===== src/hdl/dpvt_pkg.sv =====
// Shared constants, types and helpers of the damped position/velocity tracker.
package dpvt_pkg;

  localparam int FRAC_BITS        = 16;
  localparam int MAX_BLOCK_LENGTH = 4096;
  localparam int MIN_LEAD_SAMPLES = 96;
  localparam int MAX_LEAD_SAMPLES = 1440;

  localparam int POS_W    = 48;
  localparam int RATE_W   = 24;
  localparam int MAXR_W   = 23;
  localparam int GAIN_W   = 32;
  localparam int LEAD_W   = 12;
  localparam int BLEN_W   = 13;
  localparam int HOR_W    = 13;
  localparam int X_W      = 52;
  localparam int MUL_A_W  = 25;
  localparam int MUL_B_W  = 32;
  localparam int MUL_P_W  = MUL_A_W + MUL_B_W + 1;
  localparam int ACC_W    = 83;
  localparam int DIV_W    = 50;
  localparam int DEN_W    = 49;
  localparam int DCNT_W   = $clog2(DIV_W + 1);
  localparam int SPLIT    = 24;

  localparam int CFG_IDX_W   = 3;
  localparam int CFG_DATA_W  = 32;
  localparam int OP_W        = 2;
  localparam int IN_TDATA_W  = 104;
  localparam int OUT_TDATA_W = 72;

  localparam logic [CFG_IDX_W-1:0] REG_MAX_ABS_RATE = 3'd0;
  localparam logic [CFG_IDX_W-1:0] REG_POS_GAIN     = 3'd1;
  localparam logic [CFG_IDX_W-1:0] REG_VEL_GAIN     = 3'd2;
  localparam logic [CFG_IDX_W-1:0] REG_LOOP_ENABLE  = 3'd3;
  localparam logic [CFG_IDX_W-1:0] REG_LOOP_START   = 3'd4;
  localparam logic [CFG_IDX_W-1:0] REG_LOOP_END     = 3'd5;
  localparam logic [CFG_IDX_W-1:0] REG_TRACK_LENGTH = 3'd6;

  localparam logic [OP_W-1:0] OP_SEEK  = 2'd0;
  localparam logic [OP_W-1:0] OP_BLOCK = 2'd1;
  localparam logic [OP_W-1:0] OP_TICK  = 2'd2;

  localparam logic signed [X_W-1:0] POS_MAX_X = X_W'(48'sh7FFF_FFFF_FFFF);
  localparam logic signed [X_W-1:0] POS_MIN_X = -POS_MAX_X - X_W'(1);
  localparam logic signed [X_W-1:0] RUNAWAY_SLACK_X = X_W'(256) <<< FRAC_BITS;

  typedef enum logic [3:0] {
    S_IDLE, S_SEEK,
    S_B_M1, S_B_M2, S_B_H, S_B_DGO, S_B_DW, S_B_FIN,
    S_T_M1, S_T_M2, S_T_M3, S_T_RATE, S_T_DGO, S_T_DW, S_T_WRAP, S_T_GUARD
  } state_t;

  typedef enum logic [3:0] {
    CMD_NONE, CMD_LOAD, CMD_SEEK,
    CMD_B_M1, CMD_B_M2, CMD_B_H, CMD_B_FIN,
    CMD_T_M1, CMD_T_M2, CMD_T_M3, CMD_T_RATE, CMD_T_WRAP, CMD_T_GUARD
  } cmd_t;

  typedef struct packed {
    cmd_t cmd;
    logic div_start;
  } ctl_t;

  typedef struct packed {
    logic need_div;
    logic out_busy;
    logic div_done;
  } sts_t;

  function automatic logic signed [POS_W-1:0] sat_pos(input logic signed [X_W-1:0] v);
    logic signed [X_W-1:0] s;
    begin
      s = v;
      if (v > POS_MAX_X) s = POS_MAX_X;
      if (v < POS_MIN_X) s = POS_MIN_X;
      sat_pos = s[POS_W-1:0];
    end
  endfunction

endpackage


===== src/hdl/dpvt_div.sv =====
// Restoring divider, one quotient bit per cycle, for correction and loop wrap.
module dpvt_div (
  input  logic                         clk,
  input  logic                         rst_n,
  input  logic                         start,
  input  logic [dpvt_pkg::DIV_W-1:0]   num,
  input  logic [dpvt_pkg::DEN_W-1:0]   den,
  output logic                         done,
  output logic [dpvt_pkg::DIV_W-1:0]   quo,
  output logic [dpvt_pkg::DEN_W-1:0]   rem
);

  logic [dpvt_pkg::DIV_W-1:0]  quo_r;
  logic [dpvt_pkg::DEN_W-1:0]  rem_r, den_r;
  logic [dpvt_pkg::DCNT_W-1:0] cnt_r;
  logic                        done_r;
  logic [dpvt_pkg::DEN_W:0]    rem_sh, rem_sub;
  logic                        ge;

  assign rem_sh  = {rem_r, quo_r[dpvt_pkg::DIV_W-1]};
  assign rem_sub = rem_sh - {1'b0, den_r};
  assign ge      = rem_sh >= {1'b0, den_r};

  always_ff @(posedge clk) begin
    if (!rst_n) begin
      cnt_r  <= '0;
      done_r <= 1'b0;
    end else begin
      done_r <= 1'b0;
      if (start) begin
        cnt_r <= dpvt_pkg::DCNT_W'(dpvt_pkg::DIV_W);
      end else if (cnt_r != '0) begin
        cnt_r <= cnt_r - 1'b1;
        if (cnt_r == dpvt_pkg::DCNT_W'(1)) done_r <= 1'b1;
      end
    end
  end

  always_ff @(posedge clk) begin
    if (start) begin
      quo_r <= num;
      rem_r <= '0;
      den_r <= den;
    end else if (cnt_r != '0) begin
      quo_r <= {quo_r[dpvt_pkg::DIV_W-2:0], ge};
      rem_r <= ge ? rem_sub[dpvt_pkg::DEN_W-1:0] : rem_sh[dpvt_pkg::DEN_W-1:0];
    end
  end

  assign done = done_r;
  assign quo  = quo_r;
  assign rem  = rem_r;

endmodule


===== config.mk =====
export PLATFORM = sky130hd
export DESIGN_NAME = dpvt_div
export DESIGN_NICKNAME = d
export VERILOG_FILES = /design/src/hdl/dpvt_pkg.sv /design/src/hdl/dpvt_div.sv
export SDC_FILE = /design/constraint.sdc
export NUM_CORES = 1
export LEC_CHECK = 0
export ABC_AREA = 1
export ABC_CLOCK_PERIOD_IN_PS = 5500
export BUFFER_PORTS_ARGS = -buffer_cell sky130_fd_sc_hd__buf_2
export CORE_MARGIN = 10
export CORE_UTILIZATION = 35
export CTS_CLUSTER_DIAMETER = 150
export DETAILED_ROUTE_END_ITERATION = 6
export GPL_TIMING_DRIVEN = 1
export PLACE_DENSITY = 0.6
export SYNTH_ARGS = -nofsm -noshare
export SYNTH_HDL_FRONTEND = slang
export SYNTH_SLANG_ARGS = --single-unit

===== constraint.sdc =====
create_clock -name clk -period 5.5 [get_ports clk]
set_input_delay 0.275 -clock clk [delete_from_list [all_inputs] [get_ports clk]]
set_output_delay 0.275 -clock clk [all_outputs]
set_load 0.005 [all_outputs]

==> metrics.csv <==
stage,metric,value,unit
outcome,status,finished with violations,
outcome,violations,DRC,
floorplan,start_util,0.358,
cts,clk_latency,0.46,ns
critical_path,required,5.81,ns
logic_synthesis,synthSimpleGateAreaFrac,0.343,
floorplan,ios,202,
global_route,grt-ovfl-total,0,
sta,period_share,0.596,
finish,final.fill_count,3160,
route,wl_per_cell,15.7,um
sta,tns,0,ns
logic_synthesis,synthTopCellsByCount,"641 x nand2_1, 307 x inv_1, 103 x nor2_1, 99 x edfxtp_1, 95 x nand3_1",
global_route,grt_pass1_vias,10587,
sta,rsz0062_at_grt,no,
global_route,grt_max_degree,83,
route,first_pass_iters,7,
critical_path,start_kind,register,
cts,htreeDepth,4,
cts,clock-root-buffer,clkbuf_16,
cts,cts_made_buffers,17,
route,wl,35000,um
job,max_cap_viol_count,0,
logic_synthesis,synth_edf_count,99,
critical_path,end_kind,register,
logic_synthesis,ys_types,39,
logic_synthesis,postSynth.asyncResetShare,0,
logic_synthesis,synth_warnings,0,
critical_path,arrival,3.59,ns
logic_synthesis,muxShareOfSynthArea,0,
finish,area_growth_syn_to_layout,22.5,%
critical_path,crit_type,reg2reg,
route,routed_via_density,4.61,
sta,skew,0.0188,ns
floorplan,die_w,195,um
sta,slew_viol_final,0,
placed_design,io_buffers,201,
global_route,grt_usage,0.183,
logic_synthesis,synth_seq_area_share,0.382,
finish,drive_gt1_frac,0.141,
logic_synthesis,synthXorXnorAreaFrac,0.0254,
logic_synthesis,synth_cells,1598,
cts,cts_buffer_depth,2,
placed_design,post-place-ws,2.16,ns
logic_synthesis,netlist_top_cells_area,"edfxtp_1 28%, nand2_1 22%, inv_1 11%, dfxtp_1 10%, ha_1 6.1%",
route,drcViolationCount,2,
sta,fin_crit,3.28,ns
floorplan,rows,63,
logic_synthesis,synthAdderAreaFrac,0.0626,
finish,nNetsFinal,1991,
logic_synthesis,yosys.area.top_type_share,0.278,
cts,numClockSinks,155,
logic_synthesis,synth_compound_area_frac,0.0589,
placed_design,dp_hpwl,27600,um
cts,path_clk_slew,0.08,ns
logic_synthesis,yosys.area.top_type,edfxtp_1,
power,finalPower,6.12,mW
sta,slew-limit-headroom,0.364,
floorplan,fp.dieH,195,um
power,powerDensity,467,nW/um2
floorplan,core_area,29900,um2
finish,regArea,4090,um2
route,drtIter0Drc,526,
logic_synthesis,ys_ff_latch,155,
logic_synthesis,synth_top_family_by_area,simple AND/OR/NAND/NOR gates,
logic_synthesis,synth_nets,1753,
logic_synthesis,avgSynthCellArea,6.70,um2
sta,tightest_slew,0.952,ns
logic_synthesis,yosysMostFrequentCell,nand2_1,
cts,postCtsSetupBuffers,0,
sta,setup_slack,2.22,ns
logic_synthesis,syn_area,10700,um2
critical_path,critPathMaxFanout,32,
sta,finalSetupViolations,0,
cts,cts_tree,yes,
route,ant_nets,0,
sta,fmax,305,MHz
route,dr_total_vias,10314,
sta,final_hold_viol_count,0,
placed_design,globalplace.congestion,0.972,
logic_synthesis,ys.flop_type,edfxtp_1,
power,leakagePower,7.19,nW
global_route,antenna_found_initial,1,
min_path,min_path_type,in2reg,
finish,multi_input_area,5240,um2
floorplan,dieArea,38000,um2
global_route,grt_pass1_wl,56300,um
power,ir_drop,0.240,mV
finish,diodes,0,
[final cells by class]
class | instances | area share
clock inverters | 15 | 0.0130
repair buffers | 254 | 0.116
flip-flops and latches | 155 | 0.312
clock buffers | 17 | 0.0324
well taps | 390 | 0.0372
multi-input cells | 1097 | 0.400
inverters | 311 | 0.0890
[timing repair]
item | 4_1_cts | 5_1_grt
resized for setup | 0 | 0
hold endpoints to repair | 48 | 0
hold buffers | 48 | 0
[layout by cell type (no fill, tap or decap), types with 13 or more instances in the layout]
master         instances
nor2_1               103
inv_1                306
clkbuf_16             17
o21ai_0               38
ha_1                  52
xnor2_1               13
nand3b_1              16
a21oi_1               64
xor2_1                18
buf_2                200
nand3_1               95
dlygate4sd3_1         48
nand2_1              641
dfxtp_1               56
edfxtp_1              99
[path summary, 6_finish.rpt]
path | start | endpoint | slack (ns) | cells past startpoint
worst max register to register | quo[49] | rem[17] | 2.22 | 14
worst min-delay path | den[0] | den_r[0] | 0.02 | 1
worst max-delay path | quo[49] | rem[17] | 2.22 | 14
worst min register to register | rem[28] | rem[28] | 0.49 | 2
[routing by layer]
metal | global-route usage | vias up | part of all wire
li1 | - | 5388 | -
met4 | 0.0476 | 2 | 0.016
met1 | 0.228 | 4588 | 0.46
met2 | 0.295 | 293 | 0.45
met3 | 0.0602 | 43 | 0.076
met5 | 0 | - | 0.00037
[critical path, stage by stage, from the launching register on]
cell,delay [ns]
edfxtp_1,0.46
inv_1,0.09
ha_1,0.14
inv_1,0.08
fa_1,0.43
nand3_1,0.13
nand3_2,0.15
nand2_1,0.09
nand2_1,0.19
nand3_4,0.44
inv_1,0.15
nor2_4,0.49
nand2_1,0.12
nand3_1,0.09
o21ai_0,0.08
[cell families (layout without fill, tap and decap cells)]
kind of cell | count (synthesis) | in the layout
buffers and inverters | 346 | 597
xor gates and xnor gates | 31 | 31
and+or+nand+nor | 894 | 894
AOI/OAI and AO/OA | 119 | 119
DFF | 155 | 155
adders and majority gates | 53 | 53
[through the flow]
step | hold slack [ns] | cells | area [um2] | utilization
finish | 0.0229 | 2239 | 13100 | 0.439
global route | 0.0118 | 2239 | 13100 | 0.439
CTS | 0.00580 | 2239 | 13100 | 0.439
detailed placement | 0.453 | 2159 | 12000 | 0.403
global placement | 0.453 | 2159 | 12000 | 0.403
floorplan | 0.373 | 1598 | 10700 | -
[power by group]
group	switching, mW	internal, mW	leakage, nW
Sequential	0.212	1.52	1.48
Clock	0.589	0.611	0.293
Combinational	2.08	1.11	5.42
Total	2.88	3.24	7.19
[flip-flops by register name, indices dropped and copies added (netlist names)]
register,cells
cnt_r,6
den_r,49
done,1
quo,50
rem,49
Power figures use the tool's default switching activity.
