==> src/hdl/dpvt_pkg.sv <==
// Shared constants, types and helpers of the damped position/velocity tracker.
package dpvt_pkg;

  localparam int FRAC_BITS        = 16;
  localparam int MAX_BLOCK_LENGTH = 4096;
  localparam int MIN_LEAD_SAMPLES = 96;
  localparam int MAX_LEAD_SAMPLES = 1440;

  localparam int POS_W    = 48;
  localparam int RATE_W   = 24;
  localparam int MAXR_W   = 23;
  localparam int GAIN_W   = 32;
  localparam int LEAD_W   = 12;
  localparam int BLEN_W   = 13;
  localparam int HOR_W    = 13;
  localparam int X_W      = 52;
  localparam int MUL_A_W  = 25;
  localparam int MUL_B_W  = 32;
  localparam int MUL_P_W  = MUL_A_W + MUL_B_W + 1;
  localparam int ACC_W    = 83;
  localparam int DIV_W    = 50;
  localparam int DEN_W    = 49;
  localparam int DCNT_W   = $clog2(DIV_W + 1);
  localparam int SPLIT    = 24;

  localparam int CFG_IDX_W   = 3;
  localparam int CFG_DATA_W  = 32;
  localparam int OP_W        = 2;
  localparam int IN_TDATA_W  = 104;
  localparam int OUT_TDATA_W = 72;

  localparam logic [CFG_IDX_W-1:0] REG_MAX_ABS_RATE = 3'd0;
  localparam logic [CFG_IDX_W-1:0] REG_POS_GAIN     = 3'd1;
  localparam logic [CFG_IDX_W-1:0] REG_VEL_GAIN     = 3'd2;
  localparam logic [CFG_IDX_W-1:0] REG_LOOP_ENABLE  = 3'd3;
  localparam logic [CFG_IDX_W-1:0] REG_LOOP_START   = 3'd4;
  localparam logic [CFG_IDX_W-1:0] REG_LOOP_END     = 3'd5;
  localparam logic [CFG_IDX_W-1:0] REG_TRACK_LENGTH = 3'd6;

  localparam logic [OP_W-1:0] OP_SEEK  = 2'd0;
  localparam logic [OP_W-1:0] OP_BLOCK = 2'd1;
  localparam logic [OP_W-1:0] OP_TICK  = 2'd2;

  localparam logic signed [X_W-1:0] POS_MAX_X = X_W'(48'sh7FFF_FFFF_FFFF);
  localparam logic signed [X_W-1:0] POS_MIN_X = -POS_MAX_X - X_W'(1);
  localparam logic signed [X_W-1:0] RUNAWAY_SLACK_X = X_W'(256) <<< FRAC_BITS;

  typedef enum logic [3:0] {
    S_IDLE, S_SEEK,
    S_B_M1, S_B_M2, S_B_H, S_B_DGO, S_B_DW, S_B_FIN,
    S_T_M1, S_T_M2, S_T_M3, S_T_RATE, S_T_DGO, S_T_DW, S_T_WRAP, S_T_GUARD
  } state_t;

  typedef enum logic [3:0] {
    CMD_NONE, CMD_LOAD, CMD_SEEK,
    CMD_B_M1, CMD_B_M2, CMD_B_H, CMD_B_FIN,
    CMD_T_M1, CMD_T_M2, CMD_T_M3, CMD_T_RATE, CMD_T_WRAP, CMD_T_GUARD
  } cmd_t;

  typedef struct packed {
    cmd_t cmd;
    logic div_start;
  } ctl_t;

  typedef struct packed {
    logic need_div;
    logic out_busy;
    logic div_done;
  } sts_t;

  function automatic logic signed [POS_W-1:0] sat_pos(input logic signed [X_W-1:0] v);
    logic signed [X_W-1:0] s;
    begin
      s = v;
      if (v > POS_MAX_X) s = POS_MAX_X;
      if (v < POS_MIN_X) s = POS_MIN_X;
      sat_pos = s[POS_W-1:0];
    end
  endfunction

endpackage

==> src/hdl/dpvt_ctrl.sv <==
// Sequencer for seek, block start and tick items.
module dpvt_ctrl (
  input  logic                       clk,
  input  logic                       rst_n,
  input  logic                       in_tvalid,
  input  logic [dpvt_pkg::OP_W-1:0]  in_op,
  input  dpvt_pkg::sts_t             sts,
  output logic                       in_tready,
  output dpvt_pkg::ctl_t             ctl
);

  dpvt_pkg::state_t state_r, state_nxt;

  always_ff @(posedge clk) begin
    if (!rst_n) state_r <= dpvt_pkg::S_IDLE;
    else        state_r <= state_nxt;
  end

  always_comb begin
    state_nxt = state_r;
    case (state_r)
      dpvt_pkg::S_IDLE: begin
        if (in_tvalid) begin
          if (in_op == dpvt_pkg::OP_SEEK)       state_nxt = dpvt_pkg::S_SEEK;
          else if (in_op == dpvt_pkg::OP_BLOCK) state_nxt = dpvt_pkg::S_B_M1;
          else if (in_op == dpvt_pkg::OP_TICK)  state_nxt = dpvt_pkg::S_T_M1;
        end
      end
      dpvt_pkg::S_SEEK:  state_nxt = dpvt_pkg::S_IDLE;
      dpvt_pkg::S_B_M1:  state_nxt = dpvt_pkg::S_B_M2;
      dpvt_pkg::S_B_M2:  state_nxt = dpvt_pkg::S_B_H;
      dpvt_pkg::S_B_H:   state_nxt = dpvt_pkg::S_B_DGO;
      dpvt_pkg::S_B_DGO: state_nxt = dpvt_pkg::S_B_DW;
      dpvt_pkg::S_B_DW:  if (sts.div_done) state_nxt = dpvt_pkg::S_B_FIN;
      dpvt_pkg::S_B_FIN: state_nxt = dpvt_pkg::S_IDLE;
      dpvt_pkg::S_T_M1:  state_nxt = dpvt_pkg::S_T_M2;
      dpvt_pkg::S_T_M2:  state_nxt = dpvt_pkg::S_T_M3;
      dpvt_pkg::S_T_M3:  state_nxt = dpvt_pkg::S_T_RATE;
      dpvt_pkg::S_T_RATE:
        state_nxt = sts.need_div ? dpvt_pkg::S_T_DGO : dpvt_pkg::S_T_WRAP;
      dpvt_pkg::S_T_DGO: state_nxt = dpvt_pkg::S_T_DW;
      dpvt_pkg::S_T_DW:  if (sts.div_done) state_nxt = dpvt_pkg::S_T_WRAP;
      dpvt_pkg::S_T_WRAP: state_nxt = dpvt_pkg::S_T_GUARD;
      dpvt_pkg::S_T_GUARD: if (!sts.out_busy) state_nxt = dpvt_pkg::S_IDLE;
      default: state_nxt = dpvt_pkg::S_IDLE;
    endcase
  end

  always_comb begin
    in_tready     = 1'b0;
    ctl.cmd       = dpvt_pkg::CMD_NONE;
    ctl.div_start = 1'b0;
    case (state_r)
      dpvt_pkg::S_IDLE: begin
        in_tready = 1'b1;
        ctl.cmd   = dpvt_pkg::CMD_LOAD;
      end
      dpvt_pkg::S_SEEK:   ctl.cmd = dpvt_pkg::CMD_SEEK;
      dpvt_pkg::S_B_M1:   ctl.cmd = dpvt_pkg::CMD_B_M1;
      dpvt_pkg::S_B_M2:   ctl.cmd = dpvt_pkg::CMD_B_M2;
      dpvt_pkg::S_B_H:    ctl.cmd = dpvt_pkg::CMD_B_H;
      dpvt_pkg::S_B_DGO:  ctl.div_start = 1'b1;
      dpvt_pkg::S_B_FIN:  ctl.cmd = dpvt_pkg::CMD_B_FIN;
      dpvt_pkg::S_T_M1:   ctl.cmd = dpvt_pkg::CMD_T_M1;
      dpvt_pkg::S_T_M2:   ctl.cmd = dpvt_pkg::CMD_T_M2;
      dpvt_pkg::S_T_M3:   ctl.cmd = dpvt_pkg::CMD_T_M3;
      dpvt_pkg::S_T_RATE: ctl.cmd = dpvt_pkg::CMD_T_RATE;
      dpvt_pkg::S_T_DGO:  ctl.div_start = 1'b1;
      dpvt_pkg::S_T_WRAP: ctl.cmd = dpvt_pkg::CMD_T_WRAP;
      dpvt_pkg::S_T_GUARD: if (!sts.out_busy) ctl.cmd = dpvt_pkg::CMD_T_GUARD;
      default: ctl.cmd = dpvt_pkg::CMD_NONE;
    endcase
  end

endmodule

==> config.mk <==
export PLATFORM = sky130hd
export DESIGN_NAME = dpvt_ctrl
export DESIGN_NICKNAME = d
export VERILOG_FILES = /design/src/hdl/dpvt_pkg.sv /design/src/hdl/dpvt_ctrl.sv
export SDC_FILE = /design/constraint.sdc
export NUM_CORES = 1
export LEC_CHECK = 0
export BUFFER_PORTS_ARGS = -buffer_cell sky130_fd_sc_hd__buf_2
export CORE_AREA = 2 2 39 41
export CTS_CLUSTER_DIAMETER = 200
export DETAILED_ROUTE_END_ITERATION = 8
export DIE_AREA = 0 0 41 43
export GPL_TIMING_DRIVEN = 0
export PLACE_DENSITY_LB_ADDON = 0.1
export SLEW_MARGIN = 30
export SYNTH_ARGS = -nofsm -noshare
export SYNTH_HDL_FRONTEND = slang
export SYNTH_SLANG_ARGS = --single-unit
==> constraint.sdc <==
create_clock -name clk -period 1.8 [get_ports clk]
set_input_delay 0.18 -clock clk [delete_from_list [all_inputs] [get_ports clk]]
set_output_delay 0.18 -clock clk [all_outputs]
set_load 0.01 [all_outputs]
==> results by group <==
Status
  – Status: completed

Finish
  – Synth-to-Final Area Change: 26.9%
  – Most flops, register: state_r
  – Max FFs per register: 4
  – Layout Nets: 83
  – Share of post-route cells with drive strength above 1: between 30% and 40%
  – Finished Layout Cells: between 80 and 90
  – Antenna diodes: 0
  – Largest registers: state_r: 4 flops

Logic synthesis
  – Register area share after synthesis: a little under a fifth
  – Post-synth EDFFs: 0
  – Syn Std Cell Area: 433 um^2
  – Flops & latches, synth: 4
  – Avg Cell Area, Syn: between 7 and 8 um^2
  – Top-count cell post-synth: a21oi_1
  – Async SR Flop Fraction: 0%
  – Synth warn: 0
  – Post-synth top flop: dfxtp_1
  – Commonest cells in the netlist: a21oi_1 (6), nand2_1 (5), dfxtp_1 (4), nor3_1 (4)
  – Largest area contributor in the netlist: dfxtp_1
  – Yosys cell types: 31
  – Largest cells by area after synthesis: dfxtp_1 (18%), a21oi_1 (6.9%), buf_6 (5.2%)
  – Yosys top cell area share: between 10% and 20%
  – Mapped Nets: 66
  – Gate Count Post-Synth: just under 60

Power and ir drop
  – Static leakage: about 0.00022 uW
  – Maximum vdd drop: around 430 uV
  – Power Dens Cells: about 1300 nW/um^2
  – Final Power: 728 uW

GRT
  – Grt total ovfl: 0
  – Vias in the first global route: about 380
  – Antenna violations before repair: 0
  – GR Util met1: 18.6%
  – Gr usage total: between 10 and 15%
  – Routing usage on met3: under 10%
  – Largest net degree at the start of global routing: 20
  – M2 GR Usage: roughly a fifth
  – First-pass GRT wire length: approximately 1700 um
  – Busiest grt layer: met2

Critical path
  – Worst path buffer plus inverter count: 3
  – Worst Setup End Kind: output port
  – Critical Path, Cell by Cell: buf_6 > buf_2 > xor2_2 > xnor2_1 > o21ai_0 > buf_2
  – Worst reg2reg path depth: 5
  – Highest-delay cell along the critical path: dfxtp_1
  – Startpoint Class: flop
  – CP required: around 1600 ps
  – CP most frequent cell: buf_2
  – R2r startpoint: state_r[0]
  – Setup CP Type: flop to output port
  – CP top delay family: buffers and inverters
  – Crit path DAT: ~1500 ps
  – Worst-path maximum fanout: 10
  – R2R setup slack: about 320 ps
  – Slowest stage delay, CP: about 310 ps
  – RR Endpoint: state_r[1]

Clock network
  – Root Buffer: clkbuf_4
  – Worst-path clk slew: 40 ps
  – TritonCTS Buffers: 3
  – CTS max path bufs: 2
  – Postcts setup bufs: 0
  – Clk_lat worst skew: roughly 230 ps
  – H-tree levels: 1
  – CTS tree: built
  – Clock sink count: 4

Timing
  – RSZ-0062 raised after global routing: false
  – Final hold vios: 0
  – Final Setup Violations: 0
  – Final Slew Violations: 0
  – Min Tclk post-route: around 1600 ps
  – Slew Limit Headroom: 72.0%
  – Final period util: ~92%
  – Clock skew: ~1.7 ps
  – Worst-margin pin slew: roughly 420 ps
  – Setup TNS: 0 ps
  – Max Clk Rate: between 0.6 and 0.7 GHz

Routing
  – Via density: slightly above 5
  – # DRC: 0
  – DRT Wirelength: about 1000 um
  – Detailed Routing Iterations Pass 1: 2
  – Vias: about 460
  – DRT iter0 DRCs: 2
  – Routed WL per cell: 11.6 um
  – ANT nets after route: 0

Floorplanning
  – Starting Density: approximately 31%
  – Placement row count: 14
  – Ports: 14
  – Die width: ~41 um
  – Die Span Y: around 43 um
  – DIE AREA: 1760 um^2
  – Area of the core: between 1000 and 1500 um^2

Run
  – Max Cap Viol: 0

Placement
  – # port buffers: 13
  – Cells after DPL: 87
  – Placer Congestion: a little under 0.7
  – Dpl hpwl: between 700 and 800 um

Min path
  – Hold path depth: 3
  – Hold Path End: state_r[0]
  – Hold path start: rst_n
  – Min-delay worst type: input port to flop
## area by class of cell
type	instances	area, um^2
Buffer	5	38.8
Tap cell	16	20.0
Sequential cell	4	81.3
Fill cell	158	835
Timing Repair Buffer	13	65.1
Clock buffer	3	22.5
Multi-Input combinational cell	45	310
Inverter	3	11.3
## cell families (layout without fill, tap and decap cells)
logic type             after synthesis  after routing  share of synthesized area, %
AND/OR/NAND/NOR                     23             23                          33.2
AO/OA/AOI/OAI                       18             18                          28.3
buffers and inverters                9             24                          11.6
flip-flops                           4              4                          18.5
XOR/XNOR                             3              3                          6.07
multiplexers                         1              1                          2.31
## layer usage
metal	part of all wire [%]	routed length [um]
met4	0	0
met3	4.8	49
met1	52	532
met2	44	449
met5	0	0
## metrics by stage
stage	hold slack [ps]	setup slack (ps)	area (um^2)	utilization, %
finish	240	152	549	39.7
global route	260	38.1	549	39.7
CTS	237	25.4	538	38.9
detailed placement	484	107	518	37.4
global placement	486	149	518	37.4
floorplan	351	359	433	-
## repair_timing
| action | 4_1_cts | 5_1_grt |
|---|---|---|
| hold buffers | 0 | 0 |
| setup endpoints to repair | 1 | 3 |
| pin swaps | 0 | 0 |
| resized for setup | 1 | 4 |
## layout by cell type, fill, tap and decap left out, drive strengths merged, types with 3 or more instances in the layout
cell type | synthesis | final
nor3 | 4 | 4
o21ai | 3 | 3
buf | 3 | 16
nor2 | 3 | 3
a211oi | 3 | 3
clkbuf | 3 | 5
a21oi | 6 | 6
nand2 | 5 | 5
inv | 3 | 3
dfxtp | 4 | 4
## where the power goes
part | internal [uW] | switching [uW]
combinational | 218 | 254
clock | 74.4 | 34.3
sequential | 117 | 29.7
## worst reg2reg max path: stages, from the launching register on
cell       delay, ps
dfxtp_1          300
buf_6            150
or4b_1           500
a21oi_1          150
a2111oi_1         80
a211oi_2         220
## worst max-delay path by stage
stage | start | end | cells after the start
2_1_floorplan | state_r[3] | state_r[1] | 5
3_3_place_gp | state_r[1] | ctl[3] | 6
3_5_place_dp | state_r[1] | ctl[3] | 6
4_1_cts | state_r[1] | ctl[3] | 6
6_report | state_r[3] | ctl[2] | 6
5_1_grt | state_r[3] | ctl[2] | 6
Power figures use the tool's default switching activity.
